`src/rtl/byte_range_sector_splitter_core_macros.svh`:
```
// assertion macros for the byte range sector splitter
// included by rtl files that carry assertions; no other dependencies
`ifndef BYTE_RANGE_SECTOR_SPLITTER_CORE_MACROS_SVH
`define BYTE_RANGE_SECTOR_SPLITTER_CORE_MACROS_SVH

`ifndef NO_ASSERTIONS

// same-cycle implication, disabled during reset
`define BSS_ASSERT_IMPL(label, clk, rst_n, ante, cons) \
    label: assert property (@(posedge clk) disable iff (!rst_n) (ante) |-> (cons)) \
        else $error("bss assertion failed");

// next-cycle implication, disabled during reset
`define BSS_ASSERT_NEXT(label, clk, rst_n, ante, cons) \
    label: assert property (@(posedge clk) disable iff (!rst_n) (ante) |=> (cons)) \
        else $error("bss assertion failed");

`else

`define BSS_ASSERT_IMPL(label, clk, rst_n, ante, cons)
`define BSS_ASSERT_NEXT(label, clk, rst_n, ante, cons)

`endif

`endif

```
`src/rtl/bss_pkg.sv`:
```
// shared constants and the transfer descriptor type for the sector splitter
// no dependencies
`default_nettype none

package bss_pkg;

    localparam int MAX_REQUEST_SECTORS = 64;
    localparam int BASE_SECTOR         = 512;

    localparam int OFF_W  = 48;
    localparam int LEN_W  = 15;
    localparam int SEC_W  = 39;
    localparam int WS_W   = 12;
    localparam int WB_W   = 13;
    localparam int LG_W   = 4;
    localparam int CNT_W  = $clog2(MAX_REQUEST_SECTORS + 1);
    localparam int ADDR_W = 4;
    localparam int DATA_W = 64;

    localparam logic [LEN_W-1:0] MAX_LEN =
        LEN_W'((MAX_REQUEST_SECTORS - 2) * BASE_SECTOR);

    localparam logic [LG_W-1:0] LG_MIN   = 4'd9;
    localparam logic [LG_W-1:0] LG_MAX   = 4'd12;
    localparam logic [LG_W-1:0] LG_RESET = 4'd9;

    // register index is paddr[3]
    localparam logic REG_SECTOR_SIZE_LOG2 = 1'b0;
    localparam logic REG_CAPACITY         = 1'b1;

    localparam int FIFO_DEPTH = 2;
    localparam int FIFO_PTR_W = $clog2(FIFO_DEPTH);
    localparam int FIFO_CNT_W = $clog2(FIFO_DEPTH + 1);

    typedef struct packed {
        logic                 empty;
        logic                 head;
        logic                 tail;
        logic [CNT_W-1:0]     whole_cnt;
        logic [SEC_W-1:0]     head_sec;
        logic [WS_W-1:0]      head_ws;
        logic [WB_W-1:0]      head_wb;
        logic [SEC_W-1:0]     tail_sec;
        logic [WS_W-1:0]      tail_wb;
        logic [LEN_W-1:0]     tail_bp;
        logic [SEC_W-1:0]     whole_sec;
        logic [LEN_W-1:0]     whole_bp;
        logic [WB_W-1:0]      ssz;
        logic [LEN_W-1:0]     total;
    } desc_t;

endpackage

`default_nettype wire

```
`src/rtl/bss_front.sv`:
```
// front end: accepts a request, clips it and classifies head, tail and whole sectors
// depends on bss_pkg and the assertion macro header
`default_nettype none
`include "byte_range_sector_splitter_core_macros.svh"

module bss_front (
    input  wire logic                          clk,
    input  wire logic                          rst_n,
    input  wire logic                          in_valid,
    output logic                               in_ready,
    input  wire logic                          cmd,
    input  wire logic [bss_pkg::OFF_W-1:0]     byte_offset,
    input  wire logic [bss_pkg::LEN_W-1:0]     byte_length,
    input  wire logic [bss_pkg::LG_W-1:0]      cfg_lg,
    input  wire logic [bss_pkg::OFF_W-1:0]     cfg_cap,
    output logic                               desc_valid,
    input  wire logic                          desc_ready,
    output bss_pkg::desc_t                     desc
);

    localparam logic [1:0] F_IDLE  = 2'd0;
    localparam logic [1:0] F_CLIP  = 2'd1;
    localparam logic [1:0] F_SPLIT = 2'd2;

    logic [1:0]                    fstate_reg, fstate_next;
    logic                          cmd_reg;
    logic [bss_pkg::OFF_W-1:0]     off_reg;
    logic [bss_pkg::LEN_W-1:0]     len_reg;
    logic [bss_pkg::LG_W-1:0]      lg_reg;
    logic [bss_pkg::LEN_W-1:0]     n_reg, n_next;
    logic [bss_pkg::OFF_W-1:0]     end_reg, end_next;
    logic [bss_pkg::LG_W-1:0]      lg_clamp;

    // clip stage
    logic [bss_pkg::OFF_W:0]       sum;
    logic [bss_pkg::OFF_W-1:0]     room;
    logic                          over_cap, too_long, clip;

    // split stage
    logic [bss_pkg::WB_W-1:0]      ssz;
    logic [bss_pkg::WS_W-1:0]      smask, inoff, tailb;
    logic [bss_pkg::OFF_W-1:0]     start48, endm1, last48;
    logic [bss_pkg::SEC_W-1:0]     start_sec, last_sec;
    logic [bss_pkg::CNT_W-1:0]     span;
    logic [bss_pkg::WB_W-1:0]      pre_full, pre;
    logic                          head, tail;

    always_comb
    begin
        if (cfg_lg < bss_pkg::LG_MIN)
        begin
            lg_clamp = bss_pkg::LG_MIN;
        end
        else if (cfg_lg > bss_pkg::LG_MAX)
        begin
            lg_clamp = bss_pkg::LG_MAX;
        end
        else
        begin
            lg_clamp = cfg_lg;
        end
    end

    assign in_ready = (fstate_reg == F_IDLE);

    always_comb
    begin
        sum      = {1'b0, off_reg} + (bss_pkg::OFF_W + 1)'(len_reg);
        room     = cfg_cap - off_reg;
        over_cap = off_reg > cfg_cap;
        too_long = len_reg > bss_pkg::MAX_LEN;
        clip     = sum > {1'b0, cfg_cap};
        if (over_cap || too_long)
        begin
            n_next = '0;
        end
        else if (clip)
        begin
            n_next = room[bss_pkg::LEN_W-1:0];
        end
        else
        begin
            n_next = len_reg;
        end
        end_next = clip ? cfg_cap : sum[bss_pkg::OFF_W-1:0];
    end

    always_comb
    begin
        ssz       = bss_pkg::WB_W'(1) << lg_reg;
        smask     = bss_pkg::WS_W'(ssz - bss_pkg::WB_W'(1));
        inoff     = off_reg[bss_pkg::WS_W-1:0] & smask;
        tailb     = end_reg[bss_pkg::WS_W-1:0] & smask;
        start48   = off_reg >> lg_reg;
        endm1     = end_reg - bss_pkg::OFF_W'(1);
        last48    = endm1 >> lg_reg;
        start_sec = start48[bss_pkg::SEC_W-1:0];
        last_sec  = last48[bss_pkg::SEC_W-1:0];
        // sector span of one request is small, low bits suffice
        span      = last_sec[bss_pkg::CNT_W-1:0] - start_sec[bss_pkg::CNT_W-1:0];
        pre_full  = ssz - {1'b0, inoff};
        if (bss_pkg::LEN_W'(pre_full) > n_reg)
        begin
            pre = n_reg[bss_pkg::WB_W-1:0];
        end
        else
        begin
            pre = pre_full;
        end
        head = (inoff != '0) || (!cmd_reg && (bss_pkg::LEN_W'(ssz) > n_reg));
        tail = (tailb != '0) && !(head && (span == '0));

        desc.empty     = (n_reg == '0);
        desc.head      = head;
        desc.tail      = tail;
        desc.whole_cnt = span + bss_pkg::CNT_W'(1) - bss_pkg::CNT_W'(head)
                         - bss_pkg::CNT_W'(tail);
        desc.head_sec  = start_sec;
        desc.head_ws   = inoff;
        desc.head_wb   = pre;
        desc.tail_sec  = last_sec;
        desc.tail_wb   = tailb;
        desc.tail_bp   = n_reg - bss_pkg::LEN_W'(tailb);
        desc.whole_sec = start_sec + bss_pkg::SEC_W'(head);
        desc.whole_bp  = head ? bss_pkg::LEN_W'(pre) : '0;
        desc.ssz       = ssz;
        desc.total     = n_reg;
    end

    assign desc_valid = (fstate_reg == F_SPLIT);

    always_comb
    begin
        fstate_next = fstate_reg;
        unique case (fstate_reg)
            F_IDLE:
            begin
                if (in_valid)
                begin
                    fstate_next = F_CLIP;
                end
            end
            F_CLIP:
            begin
                fstate_next = F_SPLIT;
            end
            F_SPLIT:
            begin
                if (desc_ready)
                begin
                    fstate_next = F_IDLE;
                end
            end
            default:
            begin
                fstate_next = F_IDLE;
            end
        endcase
    end

    always_ff @(posedge clk or negedge rst_n)
    begin
        if (!rst_n)
        begin
            fstate_reg <= F_IDLE;
        end
        else
        begin
            fstate_reg <= fstate_next;
        end
    end

    always_ff @(posedge clk)
    begin
        if (in_valid && in_ready)
        begin
            cmd_reg <= cmd;
            off_reg <= byte_offset;
            len_reg <= byte_length;
            lg_reg  <= lg_clamp;
        end
        if (fstate_reg == F_CLIP)
        begin
            n_reg   <= n_next;
            end_reg <= end_next;
        end
    end

    `BSS_ASSERT_IMPL(a_front_n_bounded, clk, rst_n, fstate_reg == F_SPLIT, n_reg <= len_reg)
    `BSS_ASSERT_IMPL(a_front_some_result, clk, rst_n, (fstate_reg == F_SPLIT) && (n_reg != '0), desc.head || desc.tail || (desc.whole_cnt != '0))

endmodule

`default_nettype wire

```
`src/rtl/bss_fifo.sv`:
```
// short descriptor queue between the front end and the back end
// depends on bss_pkg
`default_nettype none

module bss_fifo (
    input  wire logic              clk,
    input  wire logic              rst_n,
    input  wire logic              wr_valid,
    output logic                   wr_ready,
    input  wire bss_pkg::desc_t    wr_data,
    output logic                   rd_valid,
    input  wire logic              rd_ready,
    output bss_pkg::desc_t         rd_data
);

    bss_pkg::desc_t                    mem_reg [bss_pkg::FIFO_DEPTH];
    logic [bss_pkg::FIFO_PTR_W-1:0]    wptr_reg, rptr_reg;
    logic [bss_pkg::FIFO_CNT_W-1:0]    count_reg;
    logic                              push, pop;

    assign wr_ready = (count_reg != bss_pkg::FIFO_CNT_W'(bss_pkg::FIFO_DEPTH));
    assign rd_valid = (count_reg != '0);
    assign rd_data  = mem_reg[rptr_reg];
    assign push     = wr_valid && wr_ready;
    assign pop      = rd_valid && rd_ready;

    always_ff @(posedge clk or negedge rst_n)
    begin
        if (!rst_n)
        begin
            wptr_reg  <= '0;
            rptr_reg  <= '0;
            count_reg <= '0;
        end
        else
        begin
            if (push)
            begin
                wptr_reg <= wptr_reg + bss_pkg::FIFO_PTR_W'(1);
            end
            if (pop)
            begin
                rptr_reg <= rptr_reg + bss_pkg::FIFO_PTR_W'(1);
            end
            if (push && !pop)
            begin
                count_reg <= count_reg + bss_pkg::FIFO_CNT_W'(1);
            end
            else if (pop && !push)
            begin
                count_reg <= count_reg - bss_pkg::FIFO_CNT_W'(1);
            end
        end
    end

    always_ff @(posedge clk)
    begin
        if (push)
        begin
            mem_reg[wptr_reg] <= wr_data;
        end
    end

endmodule

`default_nettype wire

```
`src/rtl/bss_back.sv`:
```
// back end: walks one descriptor and emits one sector transfer per cycle while out_ready is high
// depends on bss_pkg and the assertion macro header
`default_nettype none
`include "byte_range_sector_splitter_core_macros.svh"

module bss_back (
    input  wire logic                          clk,
    input  wire logic                          rst_n,
    input  wire logic                          desc_valid,
    output logic                               desc_ready,
    input  wire bss_pkg::desc_t                desc,
    output logic                               out_valid,
    input  wire logic                          out_ready,
    output logic [bss_pkg::SEC_W-1:0]          sector_index,
    output logic [bss_pkg::WS_W-1:0]           window_start,
    output logic [bss_pkg::WB_W-1:0]           window_bytes,
    output logic [bss_pkg::LEN_W-1:0]          buffer_position,
    output logic                               partial,
    output logic [bss_pkg::LEN_W-1:0]          clipped_total,
    output logic                               last
);

    localparam logic [1:0] PH_EMPTY = 2'd0;
    localparam logic [1:0] PH_HEAD  = 2'd1;
    localparam logic [1:0] PH_TAIL  = 2'd2;
    localparam logic [1:0] PH_WHOLE = 2'd3;

    logic                          busy_reg;
    logic [1:0]                    phase_reg, phase_next;
    bss_pkg::desc_t                cur_reg;
    logic [bss_pkg::SEC_W-1:0]     wsec_reg;
    logic [bss_pkg::LEN_W-1:0]     wbp_reg;
    logic [bss_pkg::CNT_W-1:0]     wcnt_reg;

    logic                          out_valid_reg;
    logic [bss_pkg::SEC_W-1:0]     sec_reg, sec_next;
    logic [bss_pkg::WS_W-1:0]      ws_reg, ws_next;
    logic [bss_pkg::WB_W-1:0]      wb_reg, wb_next;
    logic [bss_pkg::LEN_W-1:0]     bp_reg, bp_next;
    logic                          part_reg, part_next;
    logic [bss_pkg::LEN_W-1:0]     total_reg;
    logic                          last_reg, done;

    logic                          emit, load;
    logic [1:0]                    load_phase;

    assign emit       = busy_reg && (!out_valid_reg || out_ready);
    assign load       = !busy_reg && desc_valid;
    assign desc_ready = !busy_reg;

    always_comb
    begin
        if (desc.empty)
        begin
            load_phase = PH_EMPTY;
        end
        else if (desc.head)
        begin
            load_phase = PH_HEAD;
        end
        else if (desc.tail)
        begin
            load_phase = PH_TAIL;
        end
        else
        begin
            load_phase = PH_WHOLE;
        end
    end

    always_comb
    begin
        sec_next   = '0;
        ws_next    = '0;
        wb_next    = '0;
        bp_next    = '0;
        part_next  = 1'b0;
        done       = 1'b1;
        phase_next = phase_reg;
        unique case (phase_reg)
            PH_EMPTY:
            begin
                done = 1'b1;
            end
            PH_HEAD:
            begin
                sec_next   = cur_reg.head_sec;
                ws_next    = cur_reg.head_ws;
                wb_next    = cur_reg.head_wb;
                part_next  = 1'b1;
                done       = !cur_reg.tail && (wcnt_reg == '0);
                phase_next = cur_reg.tail ? PH_TAIL : PH_WHOLE;
            end
            PH_TAIL:
            begin
                sec_next   = cur_reg.tail_sec;
                wb_next    = bss_pkg::WB_W'(cur_reg.tail_wb);
                bp_next    = cur_reg.tail_bp;
                part_next  = 1'b1;
                done       = (wcnt_reg == '0);
                phase_next = PH_WHOLE;
            end
            PH_WHOLE:
            begin
                sec_next   = wsec_reg;
                wb_next    = cur_reg.ssz;
                bp_next    = wbp_reg;
                done       = (wcnt_reg == bss_pkg::CNT_W'(1));
            end
            default:
            begin
                done = 1'b1;
            end
        endcase
    end

    always_ff @(posedge clk or negedge rst_n)
    begin
        if (!rst_n)
        begin
            busy_reg      <= 1'b0;
            phase_reg     <= PH_EMPTY;
            out_valid_reg <= 1'b0;
        end
        else
        begin
            if (load)
            begin
                busy_reg  <= 1'b1;
                phase_reg <= load_phase;
            end
            else if (emit)
            begin
                phase_reg <= phase_next;
                if (done)
                begin
                    busy_reg <= 1'b0;
                end
            end
            if (emit)
            begin
                out_valid_reg <= 1'b1;
            end
            else if (out_ready)
            begin
                out_valid_reg <= 1'b0;
            end
        end
    end

    always_ff @(posedge clk)
    begin
        if (load)
        begin
            cur_reg  <= desc;
            wsec_reg <= desc.whole_sec;
            wbp_reg  <= desc.whole_bp;
            wcnt_reg <= desc.whole_cnt;
        end
        else if (emit && (phase_reg == PH_WHOLE))
        begin
            wsec_reg <= wsec_reg + bss_pkg::SEC_W'(1);
            wbp_reg  <= wbp_reg + bss_pkg::LEN_W'(cur_reg.ssz);
            wcnt_reg <= wcnt_reg - bss_pkg::CNT_W'(1);
        end
        if (emit)
        begin
            sec_reg   <= sec_next;
            ws_reg    <= ws_next;
            wb_reg    <= wb_next;
            bp_reg    <= bp_next;
            part_reg  <= part_next;
            total_reg <= cur_reg.total;
            last_reg  <= done;
        end
    end

    assign out_valid       = out_valid_reg;
    assign sector_index    = sec_reg;
    assign window_start    = ws_reg;
    assign window_bytes    = wb_reg;
    assign buffer_position = bp_reg;
    assign partial         = part_reg;
    assign clipped_total   = total_reg;
    assign last            = last_reg;

    `BSS_ASSERT_IMPL(a_back_whole_nonzero, clk, rst_n, busy_reg && (phase_reg == PH_WHOLE), wcnt_reg != '0)
    `BSS_ASSERT_IMPL(a_back_empty_total, clk, rst_n, busy_reg && (phase_reg == PH_EMPTY), cur_reg.total == '0)

endmodule

`default_nettype wire

```
`src/rtl/byte_range_sector_splitter_core.sv`:
```
// top level of the byte range sector splitter: config registers, front end, queue, back end
// depends on bss_pkg, bss_front, bss_fifo and bss_back
//
//  channel   direction  signals                                     accepted when
//  request   in         in_valid/in_ready, cmd, byte_offset, len    in_valid & in_ready
//  transfer  out        out_valid/out_ready, sector fields, last    out_valid & out_ready
//  config    in         psel/penable/pwrite/paddr/pwdata/prdata     psel & penable & pwrite
//
// the front end takes one item at a time through capture, 48-bit clip and sector split,
// and takes no new request until the split result is accepted; the back end loads a
// descriptor, then emits one transfer per cycle while out_ready is high
// reset sets sector_size_log2 to 9, capacity_bytes to 0 and empties the queue
// out_ready low holds the output register; the queue then fills and in_ready drops
`default_nettype none

module byte_range_sector_splitter_core (
    input  wire logic                          clk,
    input  wire logic                          rst_n,
    input  wire logic                          psel,
    input  wire logic                          penable,
    input  wire logic                          pwrite,
    input  wire logic [bss_pkg::ADDR_W-1:0]    paddr,
    input  wire logic [bss_pkg::DATA_W-1:0]    pwdata,
    output logic [bss_pkg::DATA_W-1:0]         prdata,
    output logic                               pready,
    input  wire logic                          in_valid,
    output logic                               in_ready,
    input  wire logic                          cmd,
    input  wire logic [bss_pkg::OFF_W-1:0]     byte_offset,
    input  wire logic [bss_pkg::LEN_W-1:0]     byte_length,
    output logic                               out_valid,
    input  wire logic                          out_ready,
    output logic [bss_pkg::SEC_W-1:0]          sector_index,
    output logic [bss_pkg::WS_W-1:0]           window_start,
    output logic [bss_pkg::WB_W-1:0]           window_bytes,
    output logic [bss_pkg::LEN_W-1:0]          buffer_position,
    output logic                               partial,
    output logic [bss_pkg::LEN_W-1:0]          clipped_total,
    output logic                               last
);

    logic [bss_pkg::LG_W-1:0]      lg_reg;
    logic [bss_pkg::OFF_W-1:0]     cap_reg;
    logic                          cfg_wr;
    logic                          reg_sel;

    logic                          f_valid, f_ready, b_valid, b_ready;
    bss_pkg::desc_t                f_desc, b_desc;

    assign pready  = 1'b1;
    assign reg_sel = paddr[3];
    assign cfg_wr  = psel && penable && pwrite;

    always_comb
    begin
        unique case (reg_sel)
            bss_pkg::REG_SECTOR_SIZE_LOG2:
            begin
                prdata = bss_pkg::DATA_W'(lg_reg);
            end
            bss_pkg::REG_CAPACITY:
            begin
                prdata = bss_pkg::DATA_W'(cap_reg);
            end
            default:
            begin
                prdata = '0;
            end
        endcase
    end

    always_ff @(posedge clk or negedge rst_n)
    begin
        if (!rst_n)
        begin
            lg_reg  <= bss_pkg::LG_RESET;
            cap_reg <= '0;
        end
        else if (cfg_wr)
        begin
            if (reg_sel == bss_pkg::REG_SECTOR_SIZE_LOG2)
            begin
                lg_reg <= pwdata[bss_pkg::LG_W-1:0];
            end
            else
            begin
                cap_reg <= pwdata[bss_pkg::OFF_W-1:0];
            end
        end
    end

    bss_front u_front (
        .clk         (clk),
        .rst_n       (rst_n),
        .in_valid    (in_valid),
        .in_ready    (in_ready),
        .cmd         (cmd),
        .byte_offset (byte_offset),
        .byte_length (byte_length),
        .cfg_lg      (lg_reg),
        .cfg_cap     (cap_reg),
        .desc_valid  (f_valid),
        .desc_ready  (f_ready),
        .desc        (f_desc)
    );

    bss_fifo u_fifo (
        .clk      (clk),
        .rst_n    (rst_n),
        .wr_valid (f_valid),
        .wr_ready (f_ready),
        .wr_data  (f_desc),
        .rd_valid (b_valid),
        .rd_ready (b_ready),
        .rd_data  (b_desc)
    );

    bss_back u_back (
        .clk             (clk),
        .rst_n           (rst_n),
        .desc_valid      (b_valid),
        .desc_ready      (b_ready),
        .desc            (b_desc),
        .out_valid       (out_valid),
        .out_ready       (out_ready),
        .sector_index    (sector_index),
        .window_start    (window_start),
        .window_bytes    (window_bytes),
        .buffer_position (buffer_position),
        .partial         (partial),
        .clipped_total   (clipped_total),
        .last            (last)
    );

endmodule

`default_nettype wire
```
`config.mk`:
```
export PLATFORM = sky130hd
export DESIGN_NAME = byte_range_sector_splitter_core
export DESIGN_NICKNAME = d
export VERILOG_FILES = /design/src/rtl/bss_pkg.sv /design/src/rtl/bss_front.sv /design/src/rtl/bss_fifo.sv /design/src/rtl/bss_back.sv /design/src/rtl/byte_range_sector_splitter_core.sv
export VERILOG_INCLUDE_DIRS = /design/src /design/src/rtl
export SDC_FILE = /design/constraint.sdc
export NUM_CORES = 2
export LEC_CHECK = 0
export BUFFER_PORTS_ARGS = -buffer_cell sky130_fd_sc_hd__buf_4
export CORE_UTILIZATION = 35
export DETAILED_ROUTE_END_ITERATION = 7
export GPL_TIMING_DRIVEN = 0
export PLACE_DENSITY = 0.48
export SLEW_MARGIN = 20
export SYNTH_ARGS = -nofsm -noshare
export SYNTH_HDL_FRONTEND = slang
export SYNTH_HIERARCHICAL = 1
export SYNTH_SLANG_ARGS = --single-unit
```
`constraint.sdc`:
```
create_clock -name clk -period 13.6 [get_ports clk]
set_input_delay 0.68 -clock clk [delete_from_list [all_inputs] [get_ports clk]]
set_output_delay 0.68 -clock clk [all_outputs]
set_load 0.02 [all_outputs]
```
==> impl_metrics.ini <==
[setup_path]
cp.arrival_ns = 9.99
r2r-start = u_front/lg_reg[0]$_SDFFCE_PN1P_
max_stage_delay_ns = 0.81
crit_start = u_front/lg_reg[0]$_SDFFCE_PN1P_
startpoint_type = flip-flop
cp.required_ns = 14.08
reg2reg_slack_ns = 4.09
critPathCapture = u_fifo/mem_reg[0][69]$_DFFE_PP_
critPathSlowestCell = clkbuf_1
cp_common_cell = clkbuf_1
rr_worst_depth = 26
criticalPathCategory = reg -> reg
critPathMaxFanout = 12
worstReg2RegEnd = u_fifo/mem_reg[0][69]$_DFFE_PP_
cp-end-kind = flip-flop

[final_layout]
fin_cells = 6720
fin_nets = 4969
area_growth_pct = 16.6
nFillCells = 14304
largest_register_ffs = 444
drive_above_1_share_pct = 22.0

[cts]
cts_sinks = 953
holdBufCountCts = 0
cts_resized = 0
tritoncts = yes
cts_root_buffer = clkbuf_16
postCtsSetupBuffers = 0
insertion_delay_ns = 0.75
cts.clk_slew.worst_paths_ns = 0.06
cts_buffers = 106
cts_max_level = 3
clockBufferDepth = 3

[timing]
slew_viol_final = 0
setup_viol = 0
fin_crit_ns = 9.51
rsz0062_at_grt = false
fin_crit_sh_pct = 69.9
max_freq_mhz = 105
skew_ns = 0.0743
slew_headroom_pct = 28.4
worst_pin_slew_ns = 1.06
hold_viol = 0

[drt]
num_vias = 36887
viasPerCell = 5.49
dr.pass1.iters = 6
ant_nets = 0
drc = 0
drtIter0Drc = 3704
routed_wl_um = 181000
wl_per_cell_um = 27.0

[logic_synthesis]
yosysWarnings = 6
synth_edf_count = 891
synth_ff_type = edfxtp_1
async_flop_share_pct = 6.51
netlist_area_um2 = 52700
synthTopCellsByArea = edfxtp_1 51%, mux2_4 5.4%, ha_1 5.0%
synth_area_leader_cell = edfxtp_1
syn_inst = 4198
synth-seq-area-share_pct = 53.7
avgSynthCellArea_um2 = 12.6
synth_top_area_share_pct = 50.8
ys_ff_latch = 953
ys_types = 96

[outcome]
status = completed

[power_and_ir_drop]
power_density_nw_per_um2 = 230
ir_worst_vdd_v = 0.000147
p_total_mw = 14.1
p_leak_nw = 22.7

[floorplanning]
die_w_um = 390
coreArea_um2 = 150000
std_cell_rows = 142
die_area_um2 = 152000
io_pins = 302
start_util_pct = 35.2
fp.dieH_um = 390

[placed_design]
dp_hpwl_um = 142000
portBuffers = 265
place_inst = 6522
place.gp.congestion = 0.981

[global_routing]
grt_usage_pct = 23.3
grt_pass1_vias = 35783
grt_max_degree = 63
grt_pass1_wl_um = 257000
antenna_found_initial = 3
overflow = 0

[run]
drv_cap = 0

[min_path]
min_path_type = in -> async
-- cells by family after synthesis --
group / count (synthesis) / share of synthesized area (%)
AOI/OAI and AO/OA: 797 / 10.1
xor gates and xnor gates: 189 / 3.17
adders and majority gates: 216 / 5.23
muxes: 483 / 13.1
buffers and inverters: 432 / 3.87
other: 4 / 0.0285
DFF: 953 / 53.7
and+or+nand+nor: 1124 / 10.8
-- how the worst min path moves through the flow --
stage	startpoint	to	slack [ns]	cells after the start
after floorplan	rst_n	cap_reg[0]$_DFFE_PN0P_	0.38	0
after global placement	u_back/cur_reg[0]$_DFFE_PP_	u_back/clipped_total[0]$_DFFE_PP_	0.41	0
after detailed placement	u_back/cur_reg[3]$_DFFE_PP_	u_back/clipped_total[3]$_DFFE_PP_	0.41	0
after CTS	rst_n	cap_reg[44]$_DFFE_PN0P_	0.02	1
after global routing	byte_offset[31]	u_front/off_reg[31]$_DFFE_PP_	0.07	1
final	rst_n	cap_reg[35]$_DFFE_PN0P_	0.04	1
-- cell usage in the layout, fill, tap and decap left out, types with 89 or more instances in the layout --
cell type	count
xnor2_1	127
mux2_4	190
o21ai_0	202
clkbuf_1	161
ha_1	209
nand2_1	292
mux2_2	156
clkbuf_16	108
and2_1	89
buf_4	302
edfxtp_1	891
a21oi_1	136
nor2_1	252
inv_1	165
nand3_1	91
-- through the flow --
stage	util (%)	setup WS (ns)	setup TNS (ns)	hold slack [ns]	area, um^2
floorplan	-	2.95	0	0.384	52800
global placement	38.3	-4.36	-961.48	0.405	57300
detailed placement	38.8	4.24	0	0.407	58000
CTS	41.1	4.27	0	0.0246	61500
global route	41.1	3.74	0	0.0659	61500
finish	41.1	4.09	0	0.0435	61500
-- per-layer routing --
layer  wire, um  vias up  global-route usage (%)  share of wire [%]
li1           -    16812                       -                  -
met1      82800    18342                    32.7                 46
met2      81700     1435                    36.6                 45
met3      10300      298                    3.11                5.7
met4       6430        0                    8.60                3.5
met5          0        -                       0                  0
-- critical path: cells and delay by family, from the launching register on --
| family | cells | cell delay, ns |
|---|---|---|
| buf+inv | 11 | 4.51 |
| simple gates | 8 | 2.15 |
| fa+ha+maj | 3 | 0.96 |
| compound gates | 2 | 0.69 |
| flops | 1 | 0.42 |
| xor+xnor | 1 | 0.38 |
| mux | 1 | 0.13 |
-- area by class of cell --
class                      instances  area, um^2  area share (%)
clock inverter                    61         618            1.01
inverter                         168         631            1.03
clock buffer                     136        2860            4.65
tap                             2016        2520            4.10
sequential                       953       28300            46.1
timing repair buffer             292        2630            4.28
multi-input combinational       2829       22500            36.6
antenna                            1        2.50         0.00407
buffer                           264        1420            2.31
-- cell usage after synthesis (37+ instances only) --
cell type,number
nor2b_1,39
xnor2_1,127
mux2_4,190
a21oi_1,136
mux2i_1,65
edfxtp_1,891
and2_1,90
a222oi_1,51
nor3_1,72
o21ai_0,202
clkbuf_1,140
nand3_1,91
xor2_1,61
mux2_2,156
buf_4,37
dfrtp_1,60
inv_1,165
nor4_1,41
nand2_1,293
nor2_1,253
nand4_1,60
mux4_2,72
a21o_1,42
ha_1,209
-- power breakdown --
| part | internal (mW) | leakage (nW) | switching [mW] |
|---|---|---|---|
| registers | 4.50 | 8.97 | 0.492 |
| clock network | 1.65 | 1.69 | 1.21 |
| logic | 2.44 | 12.0 | 3.85 |
| total | 8.59 | 22.7 | 5.56 |
No activity file was read; power rests on OpenSTA's default activity.
